**src/hdl/aumt_pkg.sv**
```systemverilog
// Package for the motor packet audio transmitter: payload structs, config
// register map and shared constants. No dependencies.
`default_nettype none
package aumt_pkg;

  localparam int unsigned PacketBytes = 4;
  localparam int unsigned DataBits    = 8;
  localparam int unsigned ByteIdxW    = $clog2(PacketBytes);
  localparam int unsigned BitIdxW     = 5;
  localparam int unsigned CfgIdxW     = 2;
  localparam int unsigned CfgDataW    = 15;

  typedef enum logic [CfgIdxW-1:0] {
    REG_SAMPLES_PER_BIT = 2'd0,
    REG_STOP_BIT_COUNT  = 2'd1,
    REG_AMPLITUDE       = 2'd2,
    REG_SYNC_BYTE       = 2'd3
  } cfg_reg_t;

  localparam logic [7:0]  SpbReset   = 8'd2;
  localparam logic [3:0]  StopsReset = 4'd10;
  localparam logic [14:0] AmpReset   = 15'd32767;
  localparam logic [7:0]  SyncReset  = 8'hBE;

  typedef struct packed {
    logic        cmd_valid;
    logic signed [7:0] motor_left;
    logic signed [7:0] motor_right;
  } in_t;

  typedef struct packed {
    logic signed [15:0] sample;
    logic               busy_res;
    logic               packet_done;
  } out_t;

  typedef struct packed {
    logic [7:0]  samples_per_bit;
    logic [3:0]  stop_bit_count;
    logic [14:0] amplitude;
    logic [7:0]  sync_byte;
  } cfg_t;

  // Magnitude of a two's complement speed; -128 comes out as 0x80.
  function automatic logic [7:0] magnitude8(input logic [7:0] v);
    logic [7:0] r;
    r = v[7] ? 8'(~v + 8'd1) : v;
    return r;
  endfunction

endpackage
`default_nettype wire

```
**src/hdl/audio_uart_motor_packet_tx.sv**
```systemverilog
// Top level of the motor packet audio transmitter: packet sequencer and
// output register. Depends on aumt_pkg and aumt_cfg.
//
//   port group   direction  payload  handshake
//   in_*         request in in_t     in_valid / in_stall
//   out_*        result out out_t    out_valid / out_stall
//   cfg_*        write in   15 bits  cfg_we, cfg_index
//
// One request per cycle unless in_stall is high, one result per request, passed
// through the output register. The sequencer counters and the result are
// computed in a single combinational pass from the current state.
// in_stall follows out_stall only while the output register is full.
// Reset (rst, synchronous) clears the sequencer and restores config
// defaults; the packet byte store needs no reset.
`default_nettype none
module audio_uart_motor_packet_tx
  import aumt_pkg::*;
(
  input  wire logic                clk,
  input  wire logic                rst,
  input  wire logic                in_valid,
  output logic                     in_stall,
  input  wire in_t                 in_data,
  output logic                     out_valid,
  input  wire logic                out_stall,
  output out_t                     out_data,
  input  wire logic                cfg_we,
  input  wire logic [CfgIdxW-1:0]  cfg_index,
  input  wire logic [CfgDataW-1:0] cfg_data
);

  cfg_t cfg;

  aumt_cfg u_cfg (
    .clk       (clk),
    .rst       (rst),
    .cfg_we    (cfg_we),
    .cfg_index (cfg_index),
    .cfg_data  (cfg_data),
    .cfg       (cfg)
  );

  logic                sending, sending_next;
  logic                pending_valid, pending_valid_next;
  logic [7:0]          pending_left, pending_left_next;
  logic [7:0]          pending_right, pending_right_next;
  logic [7:0]          packet_bytes [PacketBytes];
  logic [ByteIdxW-1:0] byte_index, byte_index_next;
  logic [BitIdxW-1:0]  bit_index, bit_index_next;
  logic [7:0]          sample_count, sample_count_next;
  logic                start;
  out_t                result;

  logic                accept;
  logic [7:0]          spb;
  logic [3:0]          stops;
  logic [BitIdxW-1:0]  bits_per_byte;
  logic [15:0]         pos, neg;
  logic [7:0]          cur;
  logic [BitIdxW-1:0]  bit_cur, bit_inc;
  logic [ByteIdxW-1:0] byte_cur;
  logic [7:0]          count_inc;
  logic                high;
  logic                done;

  assign in_stall = out_valid && out_stall;
  assign accept   = in_valid && !in_stall;

  always_comb begin
    spb           = (cfg.samples_per_bit == 8'd0) ? 8'd1 : cfg.samples_per_bit;
    stops         = (cfg.stop_bit_count == 4'd0) ? 4'd1 : cfg.stop_bit_count;
    bits_per_byte = BitIdxW'(1 + DataBits) + BitIdxW'(stops);
    pos           = {1'b0, cfg.amplitude};
    neg           = 16'(~pos + 16'd1);

    pending_left_next  = pending_left;
    pending_right_next = pending_right;
    pending_valid_next = pending_valid;
    if (in_data.cmd_valid) begin
      pending_left_next  = in_data.motor_left;
      pending_right_next = in_data.motor_right;
      pending_valid_next = 1'b1;
    end

    // Start a packet on any idle tick with a command waiting.
    start = !sending && pending_valid_next;
    if (start) begin
      pending_valid_next = 1'b0;
    end
    byte_cur = start ? '0 : byte_index;
    bit_cur  = start ? '0 : bit_index;

    cur = packet_bytes[byte_cur];
    if (bit_cur == '0) begin
      high = 1'b0;
    end else if (bit_cur <= BitIdxW'(DataBits)) begin
      high = cur[3'(bit_cur - BitIdxW'(1))];
    end else begin
      high = 1'b1;
    end

    sending_next      = sending || start;
    byte_index_next   = byte_cur;
    bit_index_next    = bit_cur;
    count_inc         = (start ? 8'd0 : sample_count) + 8'd1;
    sample_count_next = count_inc;
    bit_inc           = bit_cur + BitIdxW'(1);
    done              = 1'b0;
    if (sending_next) begin
      // Advance to the next bit once the count reaches the bit length.
      if (count_inc >= spb || count_inc == 8'd0) begin
        sample_count_next = 8'd0;
        bit_index_next    = bit_inc;
        if (bit_inc >= bits_per_byte) begin
          bit_index_next = '0;
          if (byte_cur == ByteIdxW'(PacketBytes - 1)) begin
            byte_index_next = '0;
            sending_next    = 1'b0;
            done            = 1'b1;
          end else begin
            byte_index_next = byte_cur + ByteIdxW'(1);
          end
        end
      end
    end else begin
      sample_count_next = sample_count;
    end

    result.sample      = (sending || start) ? (high ? pos : neg) : pos;
    result.busy_res    = sending || start;
    result.packet_done = done;
  end

  always_ff @(posedge clk) begin
    if (rst) begin
      sending       <= 1'b0;
      pending_valid <= 1'b0;
      pending_left  <= '0;
      pending_right <= '0;
      byte_index    <= '0;
      bit_index     <= '0;
      sample_count  <= '0;
      out_valid     <= 1'b0;
    end else begin
      if (accept) begin
        sending       <= sending_next;
        pending_valid <= pending_valid_next;
        pending_left  <= pending_left_next;
        pending_right <= pending_right_next;
        byte_index    <= byte_index_next;
        bit_index     <= bit_index_next;
        sample_count  <= sample_count_next;
        out_valid     <= 1'b1;
      end else if (!out_stall) begin
        out_valid <= 1'b0;
      end
    end
  end

  always_ff @(posedge clk) begin
    if (accept) begin
      out_data <= result;
      if (start) begin
        packet_bytes[0] <= cfg.sync_byte;
        packet_bytes[1] <= {6'd0, pending_right_next[7], pending_left_next[7]};
        packet_bytes[2] <= magnitude8(pending_left_next);
        packet_bytes[3] <= magnitude8(pending_right_next);
      end
    end
  end

endmodule
`default_nettype wire

```
**src/hdl/aumt_cfg.sv**
```systemverilog
// Configuration register bank for the motor packet audio transmitter.
// Depends on aumt_pkg for the register map and reset values.
`default_nettype none
module aumt_cfg
  import aumt_pkg::*;
(
  input  wire logic                clk,
  input  wire logic                rst,
  input  wire logic                cfg_we,
  input  wire logic [CfgIdxW-1:0]  cfg_index,
  input  wire logic [CfgDataW-1:0] cfg_data,
  output cfg_t                     cfg
);

  always_ff @(posedge clk) begin
    if (rst) begin
      cfg.samples_per_bit <= SpbReset;
      cfg.stop_bit_count  <= StopsReset;
      cfg.amplitude       <= AmpReset;
      cfg.sync_byte       <= SyncReset;
    end else if (cfg_we) begin
      case (cfg_reg_t'(cfg_index))
        REG_SAMPLES_PER_BIT: cfg.samples_per_bit <= cfg_data[7:0];
        REG_STOP_BIT_COUNT:  cfg.stop_bit_count  <= cfg_data[3:0];
        REG_AMPLITUDE:       cfg.amplitude       <= cfg_data[14:0];
        REG_SYNC_BYTE:       cfg.sync_byte       <= cfg_data[7:0];
        default: ;
      endcase
    end
  end

endmodule
`default_nettype wire

```
**config.mk**
```make
export PLATFORM = sky130hd
export DESIGN_NAME = audio_uart_motor_packet_tx
export DESIGN_NICKNAME = d
export VERILOG_FILES = /design/src/hdl/aumt_pkg.sv /design/src/hdl/audio_uart_motor_packet_tx.sv /design/src/hdl/aumt_cfg.sv
export SDC_FILE = /design/constraint.sdc
export NUM_CORES = 1
export LEC_CHECK = 0
export ABC_CLOCK_PERIOD_IN_PS = 4070
export BUFFER_PORTS_ARGS = -buffer_cell sky130_fd_sc_hd__clkbuf_2
export CAP_MARGIN = 25
export CORE_UTILIZATION = 59
export CTS_CLUSTER_DIAMETER = 150
export DETAILED_ROUTE_END_ITERATION = 12
export MAX_ROUTING_LAYER = met4
export PLACE_DENSITY = 0.8
export SLEW_MARGIN = 5
export SYNTH_ARGS = -nofsm -noshare
export SYNTH_HDL_FRONTEND = slang
export SYNTH_SLANG_ARGS = --single-unit
```
**constraint.sdc**
```tcl
create_clock -name clk -period 4.07 [get_ports clk]
set_input_delay 0.2035 -clock clk [delete_from_list [all_inputs] [get_ports clk]]
set_output_delay 0.2035 -clock clk [all_outputs]
set_load 0.01 [all_outputs]
```
==> results of run 1 <==
==> cells in the final DEF, fill, tap and decap left out, types with 3 or more instances in the layout <==
| master | n |
|---|---|
| nand2_1 | 115 |
| nor2_1 | 69 |
| dfxtp_1 | 69 |
| clkbuf_2 | 58 |
| edfxtp_1 | 44 |
| a21oi_1 | 32 |
| inv_1 | 26 |
| dlygate4sd3_1 | 26 |
| o21ai_0 | 25 |
| xor2_1 | 24 |
| nand3b_1 | 23 |
| ha_1 | 22 |
| mux2i_1 | 19 |
| nand3_1 | 17 |
| clkbuf_16 | 16 |
| nor3_1 | 15 |
| nand2b_1 | 14 |
| xnor2_1 | 10 |
| a211oi_1 | 10 |
| and3_1 | 8 |
| buf_4 | 8 |
| a211o_1 | 7 |
| nor3_2 | 7 |
| o32ai_1 | 5 |
| or3_1 | 4 |
| and2_1 | 4 |
| a31oi_1 | 4 |
| o32a_1 | 4 |
| a22oi_1 | 4 |
| clkinvlp_4 | 4 |
| nor4_1 | 3 |
| o211ai_1 | 3 |
| nor3b_1 | 3 |
| clkinv_4 | 3 |
==> sequential cells by signal, indices dropped and copies added, names as in the netlist, 2 cells and up <==
| signal | cells |
|---|---|
| pending_left | 8 |
| out_data | 18 |
| bit_index | 5 |
| byte_index | 2 |
| u_cfg.cfg | 35 |
| pending_right | 8 |
| sample_count | 8 |
| packet_bytes | 26 |
==> power by group <==
part	switching, W	internal, W	leakage (nW)
sequential	0.0000395	0.00125	0.973
clock	0.000531	0.000887	0.267
combinational	0.000208	0.000146	1.65
==> area by class of cell <==
type                    instances  area share, %
inverters                      27           1.42
clock buffers                  20           6.10
flip-flops and latches        113           37.9
repair buffers                 92           8.55
well taps                     133           2.33
clock inverters                12           1.89
multi-input cells             484           41.9
==> layer usage <==
metal / vias to the layer above / GRT usage [%]
met3: 33 / 7.25
met4: 0 / 12.9
met1: 2406 / 36.5
li1: 2473 / -
met5: - / -
met2: 201 / 47.1
==> worst paths after layout <==
kind | slack (ns) | depth (start not counted) | to | startpoint
worst max-delay path | 0.48 | 15 | bit_index[2] | pending_valid
worst max register to register | 0.48 | 15 | bit_index[2] | pending_valid
worst min register to register | 0.44 | 0 | packet_bytes[0][6] | u_cfg.cfg[6]
worst min-delay path | 0.04 | 3 | packet_bytes[3][0] | in_data[0]
==> cell families (layout without fill, tap and decap cells) <==
logic type	after synthesis	in the layout
xor gates and xnor gates	34	34
buffers and inverters	58	151
and+or+nand+nor	294	294
DFF	113	113
AOI/OAI and AO/OA	113	113
adders and majority gates	22	22
muxes	21	21
==> stage by stage <==
step / utilization (%) / instance area, um2 / setup slack [ns] / power, W / hold slack, ns
after CTS: 73.0 / 7140 / 0.510 / 0.00307 / 0.0331
after floorplan: - / 5950 / 0.932 / 0.00153 / 0.321
after global routing: 73.0 / 7140 / 0.176 / 0.00317 / 0.0741
after global placement: 64.5 / 6300 / 0.656 / 0.00162 / 0.412
after detailed placement: 64.5 / 6310 / 0.545 / 0.00164 / 0.419
final: 73.0 / 7140 / 0.479 / 0.00307 / 0.0429
==> critical path, cell delays in order, from the launching register on <==
cell and delay, ns:
dfxtp_1 0.36, o21bai_4 0.39, nand2_1 0.12, inv_1 0.12
ha_1 0.24, nand2_1 0.11, or3_1 0.36, a21oi_1 0.20
ha_1 0.26, o21a_1 0.17, nor2_1 0.09, a21oi_1 0.07
a32oi_2 0.29, nand2b_1 0.29, nor3_1 0.08, a311o_1 0.33
==> run_results.csv, run 1 <==
group,metric,value,unit
floorplanning,die_y,102,um
clocking,clk_latency,0.53,ns
critical_path,cp.arrival,4.00,ns
detailed_routing,dr.pass1.iters,5,
layout,final_layout_size_suffix_gt1_share,15.1,%
detailed_routing,top_layer,"met4",
global_routing,grt_pass1_vias,4849,
sta,hold_viol,0,
floorplanning,core_area,0.00977,mm2
sta,rsz0062_at_grt,"false",
global_routing,grt_overflow,0,
clocking,cts_max_level,4,
layout,n_antenna_cell,0,
floorplanning,dieArea,0.0105,mm2
critical_path,critPathKind,"reg -> reg",
synthesis,synth_top_family_by_area,"simple AND/OR/NAND/NOR gates",
global_routing,grt_antenna_before_repair,0,
synthesis,syn_nets,716,
synthesis,yosysSeqAreaShare,45.5,%
synthesis,ys_dominant_reg_cell,"dfxtp_1",
clocking,cts_buffers,17,
power_and_ir_drop,peakVddDrop,0.000318,V
flow_run,cap_viol_max_count,0,
clocking,clockRootBuffer,"clkbuf_8",
detailed_routing,wl_met1,6.06,mm
critical_path,cp-start-kind,"register",
synthesis,synthAdderAreaFrac,4.63,%
clocking,post_cts_buffers,0,
clocking,cts.sink_count,113,
layout,fill_cells,704,
sta,finalClockSkew,0.00726,ns
detailed_routing,finalWirelength,14.2,mm
floorplanning,die_w,102,um
power_and_ir_drop,power.density,429,mW/mm2
synthesis,avgSynthCellArea,9.08,um2
sta,slew_viol_final,0,
floorplanning,rows,36,
synthesis,synthTopCellsByCount,"nand2_1, dfxtp_1, nor2_1",
global_routing,grt_pass1_wl,22.9,mm
synthesis,yosys.area_share.simple,23.7,%
floorplanning,io_pins,59,
placement,io_buffers,58,
detailed_routing,met3_length,1.04,mm
detailed_routing,avgViaCountPerCell,5.80,
synthesis,synth_compound_gate_area_share,13.1,%
synthesis,async_reset_ff_share,0,%
critical_path,required,4.48,ns
synthesis,yosysMostFrequentCell,"nand2_1",
placement,gp_congestion,0.899,
critical_path,cp-end-kind,"register",
detailed_routing,routed-via-count,5113,
sta,final-setup-viol-count,0,
synthesis,synth_edf_count,44,
synthesis,synthMuxAreaShare,3.83,%
sta,tns,0,ns
synthesis,ys_seq_elements,113,
sta,post-route-period-util,88.2,%
placement,hpwl,9.33,mm
synthesis,synth_cell_types,61,
clocking,cts_hold_buf,26,
layout,regArea,0.00270,mm2
synthesis,netlist_area,0.00595,mm2
placement,dp_cells,823,
layout,area_growth,20.1,%
sta,period_needed,3.59,ns
detailed_routing,drc,0,
run_status,outcome,"finished, final reports clean",
synthesis,ys.warnings.count,0,
detailed_routing,drt_iter0_markers,340,
critical_path,cp_max_fo,16,
layout,fin_cells,881,
layout,multi_input_area,0.00299,mm2
min_path,worstHoldPathType,"in -> reg",
sta,tightest_slew,0.988,ns
synthesis,synth_area_leaders,"dfxtp_1, edfxtp_1, nand2_1, ha_1, nor2_1",
detailed_routing,drtAntennaViolNets,0,
clocking,cts_tree,"yes",
sta,max_freq,0.278,GHz
floorplanning,start_util,60.8,%
synthesis,yosysTopAreaCell,"dfxtp_1",
layout,final_nets,796,
synthesis,syn_inst,655,
clocking,ctsLongestPathBuffers,2,
detailed_routing,wl_per_cell,16.1,um
power_and_ir_drop,power_leakage,2.89,nW
global_routing,track_usage,29.9,%
global_routing,grt_max_degree,37,
synthesis,synth_xor_area_share,5.01,%
detailed_routing,met2_length,6.75,mm
clocking,cts.repair.resized,0,
sta,slew_headroom,33.9,%
clocking,clkTransAtPathRegs,0.06,ns
synthesis,synth_top_area_share,23.2,%
No activity file was read; power rests on OpenSTA's default activity.
==> inputs of run 2 (changes only) <==
--- a/config.mk
+++ b/config.mk
@@ -8,11 +8,12 @@
 export ABC_CLOCK_PERIOD_IN_PS = 4070
 export BUFFER_PORTS_ARGS = -buffer_cell sky130_fd_sc_hd__clkbuf_2
 export CAP_MARGIN = 25
-export CORE_UTILIZATION = 59
+export CORE_UTILIZATION = 60
+export CTS_BUF_LIST = sky130_fd_sc_hd__clkbuf_4 sky130_fd_sc_hd__clkbuf_8
 export CTS_CLUSTER_DIAMETER = 150
 export DETAILED_ROUTE_END_ITERATION = 12
 export MAX_ROUTING_LAYER = met4
-export PLACE_DENSITY = 0.8
+export PLACE_DENSITY = 0.81
 export SLEW_MARGIN = 5
 export SYNTH_ARGS = -nofsm -noshare
 export SYNTH_HDL_FRONTEND = slang
==> run_results.csv, run 2 (same netlist as run 1, synthesis figures left out) <==
group,metric,value,unit
run_status,outcome,"finished, final reports clean",
clocking,cts.sink_count,113,
floorplanning,die_y,102,um
power_and_ir_drop,power.density,391,mW/mm2
clocking,cts_tree,"yes",
sta,final-setup-viol-count,0,
clocking,clockRootBuffer,"clkbuf_8",
layout,final_layout_size_suffix_gt1_share,15.8,%
sta,rsz0062_at_grt,"false",
global_routing,grt_pass1_wl,22.3,mm
layout,regArea,0.00270,mm2
critical_path,cpPeakStageDelay,0.39,ns
sta,slew_headroom,34.3,%
detailed_routing,dr.pass1.iters,5,
clocking,ctsLongestPathBuffers,2,
detailed_routing,drt_iter0_markers,349,
min_path,worstHoldPathType,"in -> reg",
sta,period_needed,3.65,ns
critical_path,worstSetupStartpoint,"pending_valid",
power_and_ir_drop,power_leakage,2.75,nW
layout,regMostFlops,"u_cfg.cfg",
layout,fill_cells,693,
critical_path,cp-start-kind,"register",
sta,max_freq,0.274,GHz
floorplanning,io_pins,59,
layout,multi_input_area,0.00299,mm2
detailed_routing,finalWirelength,13.7,mm
clocking,cts_hold_buf,10,
placement,io_buffers,58,
clocking,post_cts_buffers,0,
sta,slew_viol_final,0,
critical_path,cp.arrival,3.97,ns
clocking,cts_buffers,17,
critical_path,rrSetupSlack,0.42,ns
detailed_routing,drc,0,
layout,area_growth,14.3,%
detailed_routing,routed-via-count,5008,
critical_path,cp_slowest_cell,"o21bai_4",
floorplanning,dieArea,0.0103,mm2
layout,most-common-layout-cells,"nand2_1, nor2_1, dfxtp_1",
floorplanning,die_w,102,um
layout,n_antenna_cell,0,
critical_path,timing.rr.start,"pending_valid",
floorplanning,rows,35,
sta,post-route-period-util,89.8,%
power_and_ir_drop,peakVddDrop,0.000353,V
sta,tns,0,ns
placement,hpwl,9.53,mm
flow_run,cap_viol_max_count,0,
layout,final_nets,781,
global_routing,grt_antenna_before_repair,0,
floorplanning,core_area,0.00942,mm2
critical_path,cp-end-kind,"register",
min_path,hold_start,"in_data[4]",
placement,placed_cell_area,0.00631,mm2
global_routing,grt_pass1_vias,4772,
placement,gp_congestion,0.899,
clocking,clk_latency,0.43,ns
layout,reg_top3,"u_cfg.cfg x35, packet_bytes x26, out_data x18",
layout,final_common_cell,"nand2_1",
clocking,cts_max_level,4,
critical_path,path_cells,"o21bai_4 -> nand2_1 -> inv_1 -> ha_1 -> nand2_1 -> or3_1 -> a21oi_1 -> ha_1 -> o21a_1 -> nor2_1 -> a21oi_1 -> a32oi_2 -> nand2b_1 -> a22oi_1 -> a211oi_1",
clocking,cts.repair.resized,0,
layout,largest_register_ffs,35,
critical_path,critPathKind,"reg -> reg",
critical_path,required,4.38,ns
floorplanning,start_util,63.1,%
sta,tightest_slew,0.981,ns
detailed_routing,avgViaCountPerCell,5.81,
sta,finalClockSkew,0.0123,ns
sta,hold_viol,0,
layout,design_area,0.00679,mm2
critical_path,cp_max_fo,16,
global_routing,grt_overflow,0,
detailed_routing,wl_per_cell,15.9,um
detailed_routing,drtAntennaViolNets,0,
global_routing,track_usage,29.3,%
global_routing,grt_max_degree,50,
clocking,clkTransAtPathRegs,0.08,ns
-- run 2: area by class of cell --
class	instances	share of cell area (%)
sequential	113	39.8
inverter	27	1.49
clock inverter	15	2.19
clock buffer	17	3.44
timing repair buffer	77	6.74
tap	129	2.38
multi-input combinational	484	44.0
-- run 2: through the flow --
| step | power, W | hold WS, ns | worst slack [ns] | util, % | std cells |
|---|---|---|---|---|---|
| 6_report | 0.00266 | 0.0158 | 0.416 | 72.2 | 862 |
| 5_1_grt | 0.00277 | 0.0134 | 0.186 | 72.2 | 862 |
| 4_1_cts | 0.00267 | 0.00156 | 0.480 | 72.2 | 862 |
| 3_5_place_dp | 0.00164 | 0.419 | 0.512 | 67.0 | 820 |
| 3_3_place_gp | 0.00163 | 0.411 | 0.690 | 67.0 | 819 |
| 2_1_floorplan | 0.00153 | 0.321 | 0.932 | - | 655 |
-- run 2: power by group --
group / total, W / switching [W] / leakage (nW) / internal [W]
clock: 0.00103 / 0.000527 / 0.184 / 0.000499
combinational: 0.000340 / 0.000202 / 1.59 / 0.000137
sequential: 0.00129 / 0.0000400 / 0.973 / 0.00125
total: 0.00266 / 0.000769 / 2.75 / 0.00189
-- run 2: final timing paths --
| path | to | depth (start not counted) |
|---|---|---|
| min | pending_right[4] | 3 |
| max reg2reg | bit_index[0] | 15 |
| max | bit_index[0] | 15 |
| min reg2reg | packet_bytes[0][0] | 0 |
-- run 2: metal layers --
| layer | global-route usage (%) | part of all wire [%] |
|---|---|---|
| met5 | - | 0 |
| met3 | 6.90 | 6.6 |
| met4 | 11.5 | 2.1 |
| met2 | 46.3 | 48 |
| met1 | 36.2 | 43 |
-- run 2: worst max-delay path: cells and delay by family (launching register included) --
kind	cells	cell delay, ns
adder cells (fa/ha/maj)	2	0.48
AO/OA/AOI/OAI	7	1.58
AND/OR/NAND/NOR	5	0.98
buffers and inverters	1	0.12
flip-flops	1	0.38
